File: config.mk
export PLATFORM = sky130hd
export DESIGN_NAME = fixed_point_square_root
export DESIGN_NICKNAME = d
export VERILOG_FILES = /design/src/rtl/core/fpsqrt_pkg.sv /design/src/rtl/core/fpsqrt_stage.sv /design/src/rtl/core/fixed_point_square_root.sv
export SDC_FILE = /design/constraint.sdc
export NUM_CORES = 2
export LEC_CHECK = 0
export BUFFER_PORTS_ARGS = -buffer_cell sky130_fd_sc_hd__clkbuf_2
export CORE_AREA = 4 4 357 534
export CTS_BUF_LIST = sky130_fd_sc_hd__clkbuf_16
export CTS_CLUSTER_SIZE = 8
export DETAILED_ROUTE_END_ITERATION = 16
export DIE_AREA = 0 0 361 538
export PLACE_DENSITY_LB_ADDON = 0.12
export SYNTH_ARGS = -nofsm -noshare
export SYNTH_HDL_FRONTEND = slang
export SYNTH_SLANG_ARGS = --single-unit
File: constraint.sdc
create_clock -name aclk -period 15.08 [get_ports aclk]
set_input_delay 0.754 -clock aclk [delete_from_list [all_inputs] [get_ports aclk]]
set_output_delay 0.754 -clock aclk [all_outputs]
set_load 0.02 [all_outputs]
File: src/rtl/core/fpsqrt_pkg.sv
// Shared constants for the fixed-point square root pipeline.
// No dependencies.
`default_nettype none

package fpsqrt_pkg;

    localparam int OPERAND_W = 32;   // signed fixed-point operand
    localparam int ROOT_W    = 24;   // unsigned fixed-point root

endpackage

`default_nettype wire

File: src/rtl/core/fpsqrt_stage.sv
// One pipeline stage of the digit-by-digit square root: settles one root bit.
// Standalone; instantiated by fixed_point_square_root.
`default_nettype none

module fpsqrt_stage #(
    parameter int REM_W  = 48,   // remainder width (twice the root width)
    parameter int Q_W    = 24,   // root width
    parameter int BIT_K  = 0     // this stage tests the trial bit 4^BIT_K
) (
    input  wire logic             aclk,
    input  wire logic             aresetn,
    input  wire logic             in_valid,
    output logic                  in_ready,
    input  wire logic [REM_W-1:0] in_rem,
    input  wire logic [Q_W-1:0]   in_q,
    output logic                  out_valid,
    input  wire logic             out_ready,
    output logic      [REM_W-1:0] out_rem,
    output logic      [Q_W-1:0]   out_q
);

    logic             valid_reg;
    logic [REM_W-1:0] rem_reg;
    logic [Q_W-1:0]   q_reg;
    logic [REM_W-1:0] trial;
    logic             take;
    logic [REM_W-1:0] rem_next;
    logic [Q_W-1:0]   q_next;

    // trial = (4q + 1) * 4^k
    always_comb begin
        trial    = REM_W'({in_q, 2'b01}) << (2 * BIT_K);
        take     = (in_rem >= trial);
        rem_next = take ? (in_rem - trial) : in_rem;
        q_next   = {in_q[Q_W-2:0], take};
    end

    // stage holds an item unless the next one can take it
    assign in_ready = !valid_reg || out_ready;

    always_ff @(posedge aclk) begin
        if (!aresetn) begin
            valid_reg <= 1'b0;
        end else if (in_ready) begin
            valid_reg <= in_valid;
        end
    end

    always_ff @(posedge aclk) begin
        if (in_ready && in_valid) begin
            rem_reg <= rem_next;
            q_reg   <= q_next;
        end
    end

    assign out_valid = valid_reg;
    assign out_rem   = rem_reg;
    assign out_q     = q_reg;

endmodule

`default_nettype wire

File: src/rtl/core/fixed_point_square_root.sv
// Top level of the fixed-point square root pipeline.
// Uses fpsqrt_pkg and fpsqrt_stage.
`default_nettype none

// Fixed-point square root. Each item carries a signed 32-bit operand with
// FRACTION_BITS fraction bits; the result is the floor square root in the
// same format, taken as floor(sqrt(operand * 2^FRACTION_BITS)), low 24 bits.
// A negative operand gives zero. The pipeline has one stage per root bit:
// NSTEP = (32 + FRACTION_BITS) / 2 stages (24 at the default), each doing a
// single compare-and-subtract on a 2*NSTEP-bit remainder; each stage is
// registered. Throughput is one item per cycle while m_ready is high.
// Every stage has its own valid bit and accepts whenever it is empty or
// its successor accepts, so bubbles close up during an output stall and the
// input keeps being taken until the pipe is full. No state survives an item.

module fixed_point_square_root #(
    parameter int FRACTION_BITS = 16   // 0 .. 30
) (
    input  wire logic                                aclk,
    input  wire logic                                aresetn,
    input  wire logic                                s_valid,
    output logic                                     s_ready,
    input  wire logic signed [fpsqrt_pkg::OPERAND_W-1:0] s_operand,
    output logic                                     m_valid,
    input  wire logic                                m_ready,
    output logic             [fpsqrt_pkg::ROOT_W-1:0]    m_root
);

    // root bits needed for a (31 + FRACTION_BITS)-bit nonnegative value
    localparam int NSTEP = (fpsqrt_pkg::OPERAND_W + FRACTION_BITS) / 2;
    localparam int REM_W = 2 * NSTEP;

    logic             valid_w [0:NSTEP];
    logic             ready_w [0:NSTEP];
    logic [REM_W-1:0] rem_w   [0:NSTEP-1];
    logic [NSTEP-1:0] q_w     [0:NSTEP];

    // Widen and scale; a negative operand enters as zero and yields zero.
    assign rem_w[0] = s_operand[fpsqrt_pkg::OPERAND_W-1] ? '0 :
                      REM_W'(s_operand[fpsqrt_pkg::OPERAND_W-2:0]) << FRACTION_BITS;

    assign q_w[0]     = '0;
    assign valid_w[0] = s_valid;
    assign s_ready    = ready_w[0];

    // stage i settles root bit NSTEP-1-i (trial bit 4^(NSTEP-1-i))
    for (genvar i = 0; i < NSTEP; i++) begin : g_stage
        if (i < NSTEP - 1) begin : g_mid
            fpsqrt_stage #(
                .REM_W (REM_W),
                .Q_W   (NSTEP),
                .BIT_K (NSTEP - 1 - i)
            ) u_stage (
                .aclk      (aclk),
                .aresetn   (aresetn),
                .in_valid  (valid_w[i]),
                .in_ready  (ready_w[i]),
                .in_rem    (rem_w[i]),
                .in_q      (q_w[i]),
                .out_valid (valid_w[i+1]),
                .out_ready (ready_w[i+1]),
                .out_rem   (rem_w[i+1]),
                .out_q     (q_w[i+1])
            );
        end else begin : g_last
            // final remainder is not needed downstream
            fpsqrt_stage #(
                .REM_W (REM_W),
                .Q_W   (NSTEP),
                .BIT_K (0)
            ) u_stage (
                .aclk      (aclk),
                .aresetn   (aresetn),
                .in_valid  (valid_w[i]),
                .in_ready  (ready_w[i]),
                .in_rem    (rem_w[i]),
                .in_q      (q_w[i]),
                .out_valid (valid_w[i+1]),
                .out_ready (ready_w[i+1]),
                .out_rem   (),
                .out_q     (q_w[i+1])
            );
        end
    end

    // last stage register is the output register
    assign m_valid        = valid_w[NSTEP];
    assign ready_w[NSTEP] = m_ready;
    assign m_root         = fpsqrt_pkg::ROOT_W'(q_w[NSTEP]);

endmodule

`default_nettype wire
==> flow_summary.toml <==
[outcome]
outcome = "completed"

[logic_synthesis]
synth.most_common_cell = "edfxtp_1"
ys_types = 77
synth_mux_area_frac = 0.00999
synth_top_family_by_area = "simple AND/OR/NAND/NOR gates"
synthAdderAreaFrac = 0.0713
synth-async-reset-ratio = 0
synth_xor_area_frac = 0.0712
synth_edf_count = 1085
synth_compound_area_frac = 0.102
yosysSeqAreaShare = 0.596
synth_top_area_share = 0.587
yosys.area_share.simple = 0.119
ys_top_cells_by_count = "edfxtp_1, inv_1, nand2_1"
synthTopCellsByArea = "edfxtp_1, ha_1, xor2_1"
yosys_warnings = 0
ys.flop_type = "edfxtp_1"
synth_cells = 4596
syn_area_um2 = 55500
synth-seq-cells = 1109
synth.avg_cell_area_um2 = 12.1
yosysTopAreaCell = "edfxtp_1"

[critical_path]
crit_start = "g_stage[17].g_mid.u_stage.out_rem[34]$_DFFE_PP_"
critical_path_class = "reg2reg"
crit_fanout = 24
crit_required_ns = 15.50
r2r-start = "g_stage[17].g_mid.u_stage.out_rem[34]$_DFFE_PP_"
critPathArrivalTime_ns = 5.34
crit_path_end_kind = "register"
startpoint_type = "register"

[timing]
fin_setup_tns_ns = 0
finalSetupViolCount = 0
hold_viol = 0
finalCriticalPeriod_ns = 4.92
fmaxAchievable_mhz = 203
tightest_slew_ns = 1.12
grt_setup_unrepaired = "false"
finalClockSkew_ns = 0.0941
min_period_over_period = 0.326
slew_headroom = 0.250
slew_violations = 0

[cts]
cts_buffers = 157
postCtsSetupBuffers = 0
cts_buffer_depth = 3
path_clk_slew_ns = 0.05
h-tree-depth = 4
clk_latency_ns = 0.78
post_cts_resized = 0
cts_root_buf = "clkbuf_16"
cts_tree = "done"
holdBufCountCts = 0
cts.sinks = 1109

[layout]
nets = 5138
drive_gt1_frac = 0.0804
num-fill-cells = 18300
syn2layout_area_growth_pct = 14.7
final_core_util = 0.342

[routing]
avgViaCountPerCell = 4.74
drtAntennaViolNets = 0
drc = 0
vias = 34500
routedWlPerCell_um = 17.6
dr.pass1.iters = 5
wirelength_um = 128000
dr.first_iter.drc_count = 1356

[global_routing]
track_usage = 0.132
grt_antenna_before_repair = 1
grt_pass1_wl_um = 200000
grt_pass1_vias = 37000
grt_overflow = 0
grt_max_degree = 66

[power]
p_leak_nw = 22.8
ir_drop_mv = 0.102
power_density_nw_per_um2 = 105

[worst_hold_path]
hold_class = "in2reg"
hp-start = "s_operand[24]"

[floorplanning]
die_w_um = 361
pin_count = 62
num_rows = 194
initial_core_util = 0.298
dieArea_um2 = 194000
core_um2 = 186000
die_y_um = 538

[placed_design]
gp_congestion = 0.844
hpwl_um = 101000
port_buffers = 61

[job]
max-cap-violations = 0
[worst max-delay path, cell delays in order, from the launching register on]
cell and delay, ns:
edfxtp_1 0.41, or4_1 0.63, nor4_1 0.41, and4bb_2 0.33, or4b_1 0.55, nand4b_1 0.32
a21oi_2 0.82, inv_2 0.46, nand2_1 0.34, a2111oi_0 0.13, xor2_1 0.17
[per-stage QoR]
stage / setup slack, ns / cells / power, mW / hold slack, ns / instance area, um^2
floorplan: 8.71 / 4597 / 3.48 / 0.417 / 55500
global placement: 10.20 / 7081 / 3.51 / 0.427 / 59200
detailed placement: 10.15 / 7081 / 3.51 / 0.428 / 59200
CTS: 10.08 / 7286 / 6.81 / 0.158 / 63600
global route: 9.89 / 7287 / 6.94 / 0.194 / 63600
finish: 10.16 / 7287 / 6.67 / 0.248 / 63600
[sequential cells by signal (all words and copies together), names as in the netlist]
signal                            cells
g_stage.g_last.u_stage.out_q         24
g_stage.g_last.u_stage.out_valid      1
g_stage.g_mid.u_stage.out_q         276
g_stage.g_mid.u_stage.out_rem       785
g_stage.g_mid.u_stage.out_valid      23
[cells in the final DEF, fill, tap and decap left out, types with 19 or more instances in the layout]
| master | count |
|---|---|
| a21oi_1 | 250 |
| o31ai_1 | 27 |
| nand2b_1 | 59 |
| a21o_1 | 91 |
| a211oi_1 | 32 |
| a31oi_1 | 19 |
| dfxtp_1 | 24 |
| nand4_1 | 41 |
| o21bai_1 | 34 |
| and2_1 | 19 |
| nor2_1 | 242 |
| xor2_1 | 258 |
| edfxtp_1 | 1085 |
| or3_1 | 54 |
| buf_4 | 41 |
| xnor2_1 | 193 |
| nand2_1 | 345 |
| o21a_1 | 76 |
| nand3_1 | 62 |
| o21ai_0 | 287 |
| nor3_1 | 139 |
| clkbuf_16 | 157 |
| nor2b_1 | 86 |
| or2_2 | 19 |
| mux2_2 | 42 |
| inv_1 | 401 |
| clkbuf_2 | 61 |
| ha_1 | 305 |
| and3_1 | 22 |
| nor4_1 | 105 |
| or4_1 | 26 |
[metal layers]
layer	up-vias	routed length [um]	GRT usage
met4	0	7380	0.0765
li1	17200	-	-
met5	-	0	0
met2	484	76700	0.285
met1	16500	40900	0.110
met3	325	3380	0.0194
[power by group]
part,switching [mW],internal (mW),leakage (nW),total [mW]
clock,1.34,1.89,2.26,3.22
sequential,0.0169,3.37,9.83,3.39
combinational,0.0332,0.0247,10.7,0.0579
total,1.39,5.28,22.8,6.67
[cell families after synthesis]
| family | after synthesis |
|---|---|
| simple gates | 1304 |
| flops | 1109 |
| compound gates | 927 |
| xor+xnor | 451 |
| buf+inv | 442 |
| fa+ha+maj | 312 |
| mux | 50 |
| other cells | 1 |
[path summary, 6_finish.rpt]
check                                                    endpoint  slack, ns  cells past startpoint
hold reg to reg      g_stage[13].g_mid.u_stage.out_q[7]$_DFFE_PP_       0.43                      0
hold / removal     g_stage[0].g_mid.u_stage.out_rem[40]$_DFFE_PP_       0.25                      2
setup reg to reg  g_stage[18].g_mid.u_stage.out_rem[44]$_DFFE_PP_      10.16                     10
setup / recovery  g_stage[18].g_mid.u_stage.out_rem[44]$_DFFE_PP_      10.16                     10
[area by class of cell]
type | count | area, um^2 | area share
Multi-Input combinational cell | 3046 | 21000 | 0.331
Timing Repair Buffer | 102 | 613 | 0.00963
Clock buffer | 157 | 3930 | 0.0617
Tap cell | 2450 | 3070 | 0.0482
Inverter | 374 | 1400 | 0.0221
Sequential cell | 1109 | 33100 | 0.520
Antenna cell | 1 | 2.50 | 0.0000393
Clock inverter | 48 | 527 | 0.00828
Note: power is estimated with default switching activity, not from simulation.
